--- src/rtl/hds_pkg.sv ---
`default_nettype none

package hds_pkg;

   localparam int FRAC_BITS     = 16;
   localparam int TEMP_W        = 32;
   localparam int COEF_W        = 20;
   localparam int SIZE_W        = 11;
   localparam int POS_W         = 10;
   localparam int MAX_HEIGHT    = 1024;
   localparam int MAX_WIDTH_DEF = 1024;
   localparam int MIN_SIZE      = 3;
   localparam int NUM_TERMS     = 3;
   localparam int CSR_IDX_W     = 3;

   // second differences get three bits over the temperature width
   localparam int OP_W   = TEMP_W + 3;
   localparam int PROD_W = OP_W + COEF_W + 1;
   localparam int ACC_W  = (TEMP_W + FRAC_BITS + 2 > PROD_W + 1) ?
                           (TEMP_W + FRAC_BITS + 2) : (PROD_W + 1);

   localparam logic signed [ACC_W-1:0] HALF_LSB = ACC_W'(1) << (FRAC_BITS - 1);

   localparam logic [SIZE_W-1:0]        SIZE_RESET     = SIZE_W'(1024);
   // 290.0 in Q16.16
   localparam logic signed [TEMP_W-1:0] BOUNDARY_RESET = TEMP_W'(290 * 65536);
   localparam logic signed [TEMP_W-1:0] TEMP_MAX       = {1'b0, {(TEMP_W-1){1'b1}}};
   localparam logic signed [TEMP_W-1:0] TEMP_MIN       = {1'b1, {(TEMP_W-1){1'b0}}};

   typedef enum logic [CSR_IDX_W-1:0] {
      CSR_WIDTH     = 3'd0,
      CSR_HEIGHT    = 3'd1,
      CSR_COEF_X    = 3'd2,
      CSR_COEF_Y    = 3'd3,
      CSR_STEP_GAIN = 3'd4,
      CSR_BOUNDARY  = 3'd5
   } csr_index_type;

   typedef struct packed {
      logic [POS_W-1:0] col;
      logic [POS_W-1:0] row;
      logic             has_res;
      logic             interior;
      logic             two;
      logic             last;
   } meta_type;

   typedef struct packed {
      logic                               valid;
      logic signed [ACC_W-1:0]            acc;
      logic [NUM_TERMS-1:0][OP_W-1:0]     ops;
      meta_type                           meta;
   } cell_bus_type;

   typedef struct packed {
      logic busy;
      logic second;
   } out_status_type;

endpackage

`default_nettype wire

--- src/rtl/hds_mac_cell.sv ---
`default_nettype none

module hds_mac_cell (
   input  logic                          clock,
   input  logic                          reset,
   input  logic                          adv,
   input  logic [hds_pkg::COEF_W-1:0]    coef,
   input  hds_pkg::cell_bus_type         bus_in,
   output hds_pkg::cell_bus_type         bus_out
);

   logic signed [hds_pkg::PROD_W-1:0] prod;
   hds_pkg::cell_bus_type             bus_ff;

   // this cell always takes the lowest operand, then shifts the rest down
   assign prod = $signed(bus_in.ops[0]) * $signed({1'b0, coef});

   always_ff @(posedge clock) begin
      if (reset) begin
         bus_ff.valid <= 1'b0;
      end else if (adv) begin
         bus_ff.valid <= bus_in.valid;
         bus_ff.acc   <= bus_in.acc + hds_pkg::ACC_W'(prod);
         bus_ff.ops   <= {hds_pkg::OP_W'(0), bus_in.ops[hds_pkg::NUM_TERMS-1:1]};
         bus_ff.meta  <= bus_in.meta;
      end
   end

   assign bus_out = bus_ff;

endmodule

`default_nettype wire

--- config.mk ---
export PLATFORM = sky130hd
export DESIGN_NAME = hds_mac_cell
export DESIGN_NICKNAME = d
export VERILOG_FILES = /design/src/rtl/hds_pkg.sv /design/src/rtl/hds_mac_cell.sv
export SDC_FILE = /design/constraint.sdc
export NUM_CORES = 2
export LEC_CHECK = 0
export ABC_AREA = 1
export BUFFER_PORTS_ARGS = -buffer_cell sky130_fd_sc_hd__buf_4
export CAP_MARGIN = 30
export CORE_MARGIN = 2
export CORE_UTILIZATION = 35
export CTS_CLUSTER_SIZE = 14
export DETAILED_ROUTE_END_ITERATION = 6
export GPL_TIMING_DRIVEN = 1
export PLACE_DENSITY_LB_ADDON = 0.2
export SETUP_SLACK_MARGIN = 0.4
export SLEW_MARGIN = 20
export SYNTH_ARGS = -nofsm -noshare
export SYNTH_HDL_FRONTEND = slang
export SYNTH_SLANG_ARGS = --single-unit
--- constraint.sdc ---
create_clock -name clock -period 14.2 [get_ports clock]
set_input_delay 2.13 -clock clock [delete_from_list [all_inputs] [get_ports clock]]
set_output_delay 2.13 -clock clock [all_outputs]
set_load 0.02 [all_outputs]
; Word level (Yosys, flattened, before mapping)
; Index checks and enable logic that the tools add are counted.
[word_totals]
regBits = 152
latch_bits = 0
mem_bits_rw = 0
rom_bits = 0
out_inout_bits = 187
wordCells = 14
memories = 0
[classes]
n_addsub = 1
multipliers = 1
n_div = 0
magnitude_cmp = 0
eq_ne = 0
shift = 0
muxes = 0
bitwise_logic = 1
n_reduce_logical = 1
[op_table]
columns = operator, n
row1 = adder 57 x 56 -> 57 bit, 1
row2 = multiplier 35 x 21 -> 56 bit, 1
row3 = AND reduction 2 bit, 1
row4 = inverter 1 bit, 1

; Logic depth before layout (Yosys ltp)
[depth]
ltp_word = 2
mapped_depth = 30
mapped_depth_nobuf = 28

; Worst setup path before layout
; OpenSTA, ideal clock, no wires.
[synth_timing]
path_kind = input port to flip-flop
start = input port adv
end = register bus_ff (netlist bit bus_out[0]), enable pin
arrival_ps = 8517
t_required_ps = 13532
slack_ps = 5015
path_stages = 2
path_cell_list = inv_1 -> nor2_1
[synth_between]
elab_chain_cells = 1
[synth_rtl]
columns = item, line
row1 = start: declaration, hds_mac_cell.sv:6  ; input logic adv,
row2 = AND reduction 2 bit (no line), n/a
row3 = end: declaration, hds_mac_cell.sv:13  ; hds_pkg::cell_bus_type bus_ff;
; Every way passes these cells.
; A chain may end at the register's enable or synchronous reset.

; Final worst setup path
[layout_timing]
start = input port coef[0] (netlist bit)
end = register bus_ff (netlist bit bus_out[173]), data pin
[layout_between]
elab_chain_cells = 2
[layout_rtl]
columns = item, line
row1 = start: declaration, hds_mac_cell.sv:7  ; input logic [hds_pkg::COEF_W-1:0] coef,
row2 = multiplier 35 x 21 -> 56 bit, hds_mac_cell.sv:16  ; assign prod = $signed(bus_in.ops[0]) * $signed({1'b0, coef});
row3 = adder 57 x 56 -> 57 bit, hds_mac_cell.sv:23  ; bus_ff.acc <= bus_in.acc + hds_pkg::ACC_W'(prod);
; Every way passes these cells.

==> results.txt <==
Avg Inst Size Synth = 8.13 µm²
clk buf depth = 2
Final ANT Viol Nets = 0
Die Wd = 316 µm
Synth async-reset ratio = 0
CP top delay family = adder cells
post-synthesis mux area share = 0
Setup crit start = coef[0]
Skew-Pair Late Insertion Delay = 0.43 ns
number of port buffers = 361
first-pass GRT wire length = 163,000 µm
Critical Path Start Type = primary input
Finish-stage setup viols = 0
max reg flops = 152
Area growth syn-to-layout = 12.5%
HP Class = reg -> reg
Clock Pin Slew Worst Setup and Hold Paths = 0.06 ns
WHS Endpoint = bus_out[186]
Least-Margin Pin Slew = 0.970 ns
Adder-Cell Fraction of Synth Area = 0.502
Max Cap Viol = 0
initial antenna violation count = 0
Post-synth top cells = inv_1 (1,411), nand2_1 (1,223), fa_1 (760)
RR Startpoint = bus_out[186]
Nets = 5,531
crit-path most repeated cell = fa_1
number of I/O pins = 397
synth unique cells = 30
# resized after CTS = 0
pin count of the biggest net entering global routing = 74
H-tree levels = 4
reg2reg end = bus_out[186]
top-area cell type share of the netlist area = 0.448
status = complete, no violations
Wirelength per Cell = 18.5 µm
post-synthesis sequential area ratio = 0.134
HP Start = bus_out[186]
Final period util = 0.632
synthesized area = 0.0340 mm²
Residual DRC = 0
Critical-path top delay cell = fa_1
aggregate global-route resource usage = 0.218
Period minus WS final = 8.98 ns
Final Hold Vio Count = 0
GR Overflow Total = 0
Hold Path Depth = 2
Crit path buffers/inverters = 7
Setup Buffers After CTS = 0
leading area contributor after synthesis = fa_1
Critical Path End Type = flip-flop
XOR/XNOR Fraction of Synth Area = 0.00876
critical path type = in -> reg
worst-path cell chain = buf_4 -> nand2_1 -> fa_1 -> inv_1 -> fa_1 -> inv_1 -> fa_1 -> inv_1 -> fa_1 -> fa_1 -> fa_1 -> inv_1 -> fa_1 -> inv_1 -> ha_1 -> nand2_2 -> nor2_1 -> inv_1 -> nor2_1 -> nand2_1 -> nor2_1 -> nand2_1 -> nand4_1 -> nand2_1
skew final = 0 ns
cts-stage hold buffer count = 0
total CTS buffers = 17
Crit path largest cell delay = 1.07 ns
crit-path max FO = 35
RD Place Congestion = 0.912
largest family of logic cells by synthesized area = adder cells
clk sink count = 152
RSZ-0062 raised after global routing = no
1st-pass router iterations = 5
critical path required time = 14.38 ns
post-DP HPWL = 86,200 µm
Simple-Gate Fraction of Synth Area = 0.166
CTS tree = yes
crit path DAT = 9.16 ns
r2r setup slk = 13.64 ns
FP Rows = 114
WL final = 106,000 µm
Top FF cell, synth = edfxtp_1
layout cells sized above 1 = 0.100
Setup TNS Final = 0 ns
Initial Util = 0.352
top post-synthesis cells by area = fa_1 (45%), inv_1 (16%), nand2_1 (14%), edfxtp_1 (13%), ha_1 (5.4%)
synth warn = 0
Max Clk Rate = 0.111 GHz
Compound-Gate Fraction of Synth Area = 0.00795
CORE AREA = 0.0964 mm²
full die area = 0.0996 mm²
Antenna Cells = 0
cell count after synthesis = 4,179
Iteration-0 DRC Markers = 1,507
vias in the first global route = 27,400
via count = 25,500
Yosys reg bits = 152
root buffer cell = clkbuf_16
Register-to-Register Path Depth = 2
Relative slew margins = 0.354
vias per cell = 4.48
Die Ht = 316 µm
pins over their slew limit = 0
number of synthesized flops with an enable pin = 151
top-count cell post-synth = inv_1
cells by family after synthesis:
kind of cell | count (synthesis)
XOR/XNOR | 34
adder cells (fa/ha/maj) | 908
AO/OA/AOI/OAI | 52
flip-flops | 152
AND/OR/NAND/NOR | 1428
other | 1
buffers and inverters | 1604
placed cells by master (no fill, tap or decap), types with 2 or more instances in the layout:
cell type and n:
bufinv_16 2, inv_1 1411, nor2_4 6, nand3_1 54, inv_8 3, nor2_2 17
inv_6 2, xor2_1 26, o21ai_0 5, clkinv_4 6, edfxtp_1 151, nand3_2 4
nand2_2 10, nand2_1 1223, conb_1 35, clkbuf_16 17, nor3_1 3, nand4_1 21
a21oi_1 43, ha_1 148, o21bai_1 2, fa_1 760, and2_1 6, xnor2_1 8
buf_4 365, nor2_1 80, inv_2 8
per-layer routing:
metal  vias to the layer above  GRT usage  wire, µm
met3                       123     0.0281      5930
met4                         0     0.0587      3050
met2                       715      0.389     53900
met1                     12800      0.278     42800
li1                      11900          -         -
met5                         -          0         0
per-stage QoR:
step,cell area [µm²],setup slack [ns],std cells,utilization,hold WS (ns)
after global routing,38200,4.85,5701,0.397,0.479
after detailed placement,37600,4.76,5669,0.390,0.451
final,38200,5.22,5701,0.397,0.459
after floorplan,34100,5.01,4213,-,0.530
after global placement,37600,4.93,5669,0.390,0.449
after CTS,38200,5.21,5700,0.396,0.460
final cells by class:
class                           count  area, µm²
Clock buffer                       17        425
Clock inverter                     14        169
Fill cell                       10000      58200
Inverter                         1419       5330
Multi-Input combinational cell   2457      23400
Sequential cell                   152       4550
Tap cell                         1276       1600
Timing Repair Buffer              366       2760
worst register-to-register path, cell delays in order, from the launching register on:
cell	delay, ns
dfxtp_1	0.33
nand2_1	0.05
a21oi_1	0.11
how the worst max path moves through the flow:
stage | slack [ns] | cells past startpoint | endpoint
floorplan | 5.01 | 2 | bus_out[0]
global placement | 4.93 | 24 | bus_out[173]
detailed placement | 4.76 | 24 | bus_out[173]
CTS | 5.21 | 24 | bus_out[173]
global route | 4.85 | 24 | bus_out[173]
finish | 5.22 | 24 | bus_out[173]
Power is left out: the tool's default activity adds up to more than one toggle a clock period on the data nets, which glitch-free logic cannot reach.
