==> src/rtl/hds_pkg.sv <==
`default_nettype none

package hds_pkg;

   localparam int FRAC_BITS     = 16;
   localparam int TEMP_W        = 32;
   localparam int COEF_W        = 20;
   localparam int SIZE_W        = 11;
   localparam int POS_W         = 10;
   localparam int MAX_HEIGHT    = 1024;
   localparam int MAX_WIDTH_DEF = 1024;
   localparam int MIN_SIZE      = 3;
   localparam int NUM_TERMS     = 3;
   localparam int CSR_IDX_W     = 3;

   // second differences get three bits over the temperature width
   localparam int OP_W   = TEMP_W + 3;
   localparam int PROD_W = OP_W + COEF_W + 1;
   localparam int ACC_W  = (TEMP_W + FRAC_BITS + 2 > PROD_W + 1) ?
                           (TEMP_W + FRAC_BITS + 2) : (PROD_W + 1);

   localparam logic signed [ACC_W-1:0] HALF_LSB = ACC_W'(1) << (FRAC_BITS - 1);

   localparam logic [SIZE_W-1:0]        SIZE_RESET     = SIZE_W'(1024);
   // 290.0 in Q16.16
   localparam logic signed [TEMP_W-1:0] BOUNDARY_RESET = TEMP_W'(290 * 65536);
   localparam logic signed [TEMP_W-1:0] TEMP_MAX       = {1'b0, {(TEMP_W-1){1'b1}}};
   localparam logic signed [TEMP_W-1:0] TEMP_MIN       = {1'b1, {(TEMP_W-1){1'b0}}};

   typedef enum logic [CSR_IDX_W-1:0] {
      CSR_WIDTH     = 3'd0,
      CSR_HEIGHT    = 3'd1,
      CSR_COEF_X    = 3'd2,
      CSR_COEF_Y    = 3'd3,
      CSR_STEP_GAIN = 3'd4,
      CSR_BOUNDARY  = 3'd5
   } csr_index_type;

   typedef struct packed {
      logic [POS_W-1:0] col;
      logic [POS_W-1:0] row;
      logic             has_res;
      logic             interior;
      logic             two;
      logic             last;
   } meta_type;

   typedef struct packed {
      logic                               valid;
      logic signed [ACC_W-1:0]            acc;
      logic [NUM_TERMS-1:0][OP_W-1:0]     ops;
      meta_type                           meta;
   } cell_bus_type;

   typedef struct packed {
      logic busy;
      logic second;
   } out_status_type;

endpackage

`default_nettype wire

==> src/rtl/hds_out.sv <==
`default_nettype none

module hds_out (
   input  logic                              clock,
   input  logic                              reset,
   input  hds_pkg::cell_bus_type             bus_in,
   input  logic signed [hds_pkg::TEMP_W-1:0] boundary,
   input  logic                              rsp_ready,
   output logic                              adv,
   output hds_pkg::out_status_type           status,
   output logic                              rsp_valid,
   output logic signed [hds_pkg::TEMP_W-1:0] rsp_temp_out,
   output logic [hds_pkg::POS_W-1:0]         rsp_col_out,
   output logic [hds_pkg::POS_W-1:0]         rsp_row_out,
   output logic                              rsp_frame_last
);

   logic signed [hds_pkg::ACC_W-1:0]         shifted;
   logic [hds_pkg::ACC_W-hds_pkg::TEMP_W:0]  upper;
   logic signed [hds_pkg::TEMP_W-1:0]        sat;

   logic                                     rv_ff;
   logic signed [hds_pkg::TEMP_W-1:0]        rtemp_ff;
   hds_pkg::meta_type                        rmeta_ff;

   logic                                     valid_ff, two_ff, last_ff;
   logic signed [hds_pkg::TEMP_W-1:0]        temp_ff;
   logic [hds_pkg::POS_W-1:0]                col_ff, row_ff, sec_row_ff;
   logic                                     sec_last_ff;

   // floor to the output grid, then clamp to 32 bits
   assign shifted = bus_in.acc >>> hds_pkg::FRAC_BITS;
   assign upper   = shifted[hds_pkg::ACC_W-1:hds_pkg::TEMP_W-1];
   always_comb begin
      if ((&upper) || !(|upper)) begin
         sat = shifted[hds_pkg::TEMP_W-1:0];
      end else if (shifted[hds_pkg::ACC_W-1]) begin
         sat = hds_pkg::TEMP_MIN;
      end else begin
         sat = hds_pkg::TEMP_MAX;
      end
   end

   // hold the whole pipe while the output word waits on rsp_ready or the second word of a last-row point waits
   assign adv = !valid_ff || (rsp_ready && !two_ff);

   always_ff @(posedge clock) begin
      if (reset) begin
         rv_ff <= 1'b0;
      end else if (adv) begin
         rv_ff    <= bus_in.valid;
         rtemp_ff <= sat;
         rmeta_ff <= bus_in.meta;
      end
   end

   always_ff @(posedge clock) begin
      if (reset) begin
         valid_ff <= 1'b0;
         two_ff   <= 1'b0;
         last_ff  <= 1'b0;
      end else if (adv) begin
         valid_ff    <= rv_ff;
         two_ff      <= rv_ff && rmeta_ff.two;
         last_ff     <= 1'b0;
         temp_ff     <= rmeta_ff.interior ? rtemp_ff : boundary;
         col_ff      <= rmeta_ff.col;
         row_ff      <= rmeta_ff.row - hds_pkg::POS_W'(1);
         sec_row_ff  <= rmeta_ff.row;
         sec_last_ff <= rmeta_ff.last;
      end else if (rsp_ready && two_ff) begin
         // first word taken: present the border point of the last row
         two_ff  <= 1'b0;
         temp_ff <= boundary;
         row_ff  <= sec_row_ff;
         last_ff <= sec_last_ff;
      end
   end

   assign status.busy    = valid_ff;
   assign status.second  = two_ff;
   assign rsp_valid      = valid_ff;
   assign rsp_temp_out   = temp_ff;
   assign rsp_col_out    = col_ff;
   assign rsp_row_out    = row_ff;
   assign rsp_frame_last = last_ff;

endmodule

`default_nettype wire

==> config.mk <==
export PLATFORM = sky130hd
export DESIGN_NAME = hds_out
export DESIGN_NICKNAME = d
export VERILOG_FILES = /design/src/rtl/hds_pkg.sv /design/src/rtl/hds_out.sv
export SDC_FILE = /design/constraint.sdc
export NUM_CORES = 1
export LEC_CHECK = 0
export BUFFER_PORTS_ARGS = -buffer_cell sky130_fd_sc_hd__buf_2
export CELL_PAD_IN_SITES_DETAIL_PLACEMENT = 0
export CELL_PAD_IN_SITES_GLOBAL_PLACEMENT = 1
export CORE_ASPECT_RATIO = 0.5
export CORE_MARGIN = 2
export CORE_UTILIZATION = 36
export DETAILED_ROUTE_END_ITERATION = 12
export PLACE_DENSITY = 0.92
export SETUP_SLACK_MARGIN = 0.5
export SYNTH_ARGS = -nofsm -noshare
export SYNTH_HDL_FRONTEND = slang
export SYNTH_SLANG_ARGS = --single-unit
==> constraint.sdc <==
create_clock -name clock -period 17.1 [get_ports clock]
set_input_delay 5.13 -clock clock [delete_from_list [all_inputs] [get_ports clock]]
set_output_delay 5.13 -clock clock [all_outputs]
set_load 0.005 [all_outputs]
; ---- Yosys cells after proc, flatten, opt, wreduce, memory -nomap -nowiden
; Index checks and enable logic that the tools add are counted.
[word_totals]
out_inout_bits = 57
reg_bits = 122
elab_cells = 40
[op_classes]
muxes = 9
bitwise_logic = 1
reduce_logical = 14
n_addsub = 1
[ops]
columns = cell, count
row1 = two-way mux 32 bit, 5
row2 = two-way mux 10 bit, 2
row3 = AND reduction 10 bit, 1
row4 = OR reduction 10 bit, 1
row5 = "subtractor 10 x 1 -> 10 bit, second input constant", 1
row6 = AND reduction 2 bit, 2
row7 = logical AND 1 bit, 3
row8 = zero test 1 bit, 3
row9 = logical OR 1 bit, 2
row10 = two-way mux 1 bit, 2
row11 = nonzero test 2 bit, 1
row12 = OR reduction 2 bit, 1
row13 = inverter 1 bit, 1

; ---- Longest topological paths before layout
[depth]
depth_word = 5
depth_mapped = 5

; ---- Least setup slack after synthesis
; Ideal clock, no wire load.
[synth_path]
path_kind = input to output
startpoint = input rsp_ready
endpoint = output adv
cell_stages = 4
setup_slack_ps = 6041
arrival_time_ps = 5929
n_path_buf = 2
path_cell_list = nor2b_1 -> clkbuf_1 -> nand2b_1 -> buf_2
[synth_between]
elab_chain_len = 2
[synth_lines]
columns = element, line_no
row1 = from (decl), hds_out.sv:8  ; input logic rsp_ready,
row2 = logical AND 1 bit, hds_out.sv:45  ; assign adv = !valid_ff || (rsp_ready && !two_ff);
row3 = logical OR 1 bit, hds_out.sv:45
row4 = to (decl), hds_out.sv:9  ; output logic adv,
; Every way passes these cells.

; ---- Worst setup path after layout
; Ends and elaborated chain as after synthesis.

==> results.tsv <==
metric	value	unit
status	finished clean	
number of max-cap violations	0	
slowest CP cell	nor2b_1	
Chip Height	87.5	um
CP Class	in2out	
dpl hpwl	7.77	mm
Reg clk slew, reported paths	60	ps
final period utilization	0.692	
Core Box Area	13600	um^2
WP data arrival	6700	ps
first-pass GRT wire length	18.0	mm
# Post-CTS Setup Buffers	0	
post-layout minimum cycle time	11830	ps
nets	714	
critical path's top delay family	simple AND/OR/NAND/NOR gates	
Synth async-reset ratio	0	
Post-CTS Hold Fix Bufs	0	
CTS tree	yes	
cell area after synthesis	5020	um^2
Max Fclk	84.5	MHz
I/O Buffers	156	
YS warnings	0	
EDFF count, synth	118	
leakage	2.42	nW
Rel. slew slack	0.186	
largest net degree at the start of global routing	77	
setup total negative slack	0	ps
Worst Setup Start Kind	input port	
die area	15000	um^2
share of post-route cells with drive strength above 1	0.444	
post_cts resized	0	
antenna diode count	0	
1st-pass router iterations	5	
Final Util	0.484	
die width	171	um
Yosys reg bits	122	
number of global-route vias before repair	3472	
RSZ-0062 raised after global routing	no	
sequential area share after synthesis	0.722	
gr usage total	0.161	
Final GP Congestion	0.769	
CTS Buffer Depth	2	
DR DRC count	0	
Mapped Nets	561	
Worst-Margin Slew	1220	ps
crit-path max FO	13	
synthesized area per cell	14.9	um^2
CP dominant cell by count	buf_2	
CTS Sinks	122	
vias per cell	4.92	
Synth-to-Final Area Change	31.0	%
Final setup viols	0	
initial detailed-routing violation count	227	
Max H-tree Level	4	
antenna viol nets, final	0	
Overflow after GRT	0	
Core Rows	30	
post-route cell area	6580	um^2
final hold violations	0	
Worst setup EP type	output pin	
PwrDens	118	nW/um^2
Final Slew Violations	0	
WL final	12.0	mm
wire per inst	17.3	um
DP Area	5980	um^2
dpl cells	664	
Final WS setup	5270	ps
max incr delay on CP	680	ps
WP data required	11970	ps
Mapped Cells	338	
Buf/Inv on CP	2	
Hold WC Path Type	reg2reg	
Max VDD drop	0.0750	mV
clk_lat worst skew	410	ps
Fin Clk Skew	14.2	ps
synth unique cells	34	
Root Driver	clkbuf_16	
CP Cell Sequence	buf_2 > nor2b_1 > nand2b_1 > buf_2	
ys flop type	edfxtp_1	
Num CTS Buffers	17	
IO Pins	279	
via count	3415	
Placement Setup Slack	5270	ps
fin cells	694	
Starting Density	0.369	
initial antenna violation count	2	
worst reg2reg max path, cell delays in order, from the launching register on:
cell	delay (ps)
dfxtp_1	330
nor2b_1	660
nand2b_1	560
nor2b_4	240
buf_4	740
area by class of cell:
cell class | count | area, um^2
repair buffers | 160 | 811
clock inverters | 13 | 169
fillers | 1183 | 7010
inverters | 5 | 18.8
multi-input cells | 185 | 1290
clock buffers | 17 | 425
flip-flops and latches | 122 | 3620
well taps | 192 | 240
kinds of logic after synthesis:
logic type               count (synthesis)  share of synthesized area
flip-flops                             122                      0.722
AND/OR/NAND/NOR                         95                     0.0857
AO/OA/AOI/OAI                           50                     0.0780
multiplexers                            36                     0.0808
buffers and inverters                   31                     0.0259
XOR/XNOR                                 3                    0.00524
adder cells (fa/ha/maj)                  1                    0.00249
sequential cells by signal (all words and copies together), names as in the netlist:
register / cells
rsp_row_out: 10
two_ff: 1
rmeta_ff: 23
rsp_valid: 1
rsp_frame_last: 1
rv_ff: 1
sec_last_ff: 1
sec_row_ff: 10
rsp_temp_out: 32
rtemp_ff: 32
rsp_col_out: 10
per-layer routing:
| layer | part of all wire | wire length [um] | vias to the layer above | track usage |
|---|---|---|---|---|
| met5 | 0.00092 | 11 | - | 0 |
| met4 | 0.024 | 289 | 2 | 0.0732 |
| met3 | 0.052 | 621 | 24 | 0.0500 |
| met2 | 0.54 | 6470 | 105 | 0.295 |
| met1 | 0.38 | 4580 | 1665 | 0.174 |
| li1 | - | - | 1619 | - |
cells in the final DEF (no fill, tap or decap), types with 3 or more instances in the layout:
cell        netlist  final
a21oi_1           4      4
a31oi_1           6      6
buf_2             5    156
buf_4             2      4
bufinv_16         0      3
clkbuf_16         0     17
clkinvlp_4        0      4
dfxtp_1           4      4
edfxtp_1        118    118
inv_1             5      5
inv_6             0      3
mux2_1            9      9
mux2_2           27     27
nand2_1          64     64
nor2b_1           4      3
nor3_1            8      8
o21ai_0           3      3
o221ai_1         31     31
or3_1             4      4
or4_1             3      3
xor2_1            3      3
final timing paths:
path                 from             end  slack, ps  depth (start not counted)
max             rsp_ready             adv       5270                          4
min          rmeta_ff[23]  rsp_col_out[9]        420                          0
max reg2reg        two_ff   sec_row_ff[0]      14110                          4
min reg2reg  rmeta_ff[23]  rsp_col_out[9]        420                          0
power breakdown:
part	switching (mW)	total, mW	internal, mW	leakage, nW
logic	0.0308	0.0575	0.0267	0.960
registers	0.00638	0.360	0.353	1.18
clock network	0.129	0.357	0.229	0.278
synthesized netlist by cell type (all sizes together) (3+ instances only):
cell type / instances / share of area
edfxtp: 118 / 0.71
nand2: 64 / 0.048
mux2: 36 / 0.081
o221ai: 31 / 0.054
clkbuf: 16 / 0.012
buf: 10 / 0.010
nor3: 8 / 0.0080
a31oi: 6 / 0.0075
inv: 5 / 0.0037
a21oi: 4 / 0.0040
dfxtp: 4 / 0.016
nor2b: 4 / 0.0050
or3: 4 / 0.0050
o21ai: 3 / 0.0030
or4: 3 / 0.0045
xor2: 3 / 0.0052
metrics by stage:
step / hold WS, ps / total power [mW]
6_report: 418 / 0.775
5_1_grt: 425 / 0.799
4_1_cts: 418 / 0.780
3_5_place_dp: 405 / 0.423
3_3_place_gp: 400 / 0.420
2_1_floorplan: 400 / 0.393
No activity file was read; power rests on OpenSTA's default activity.
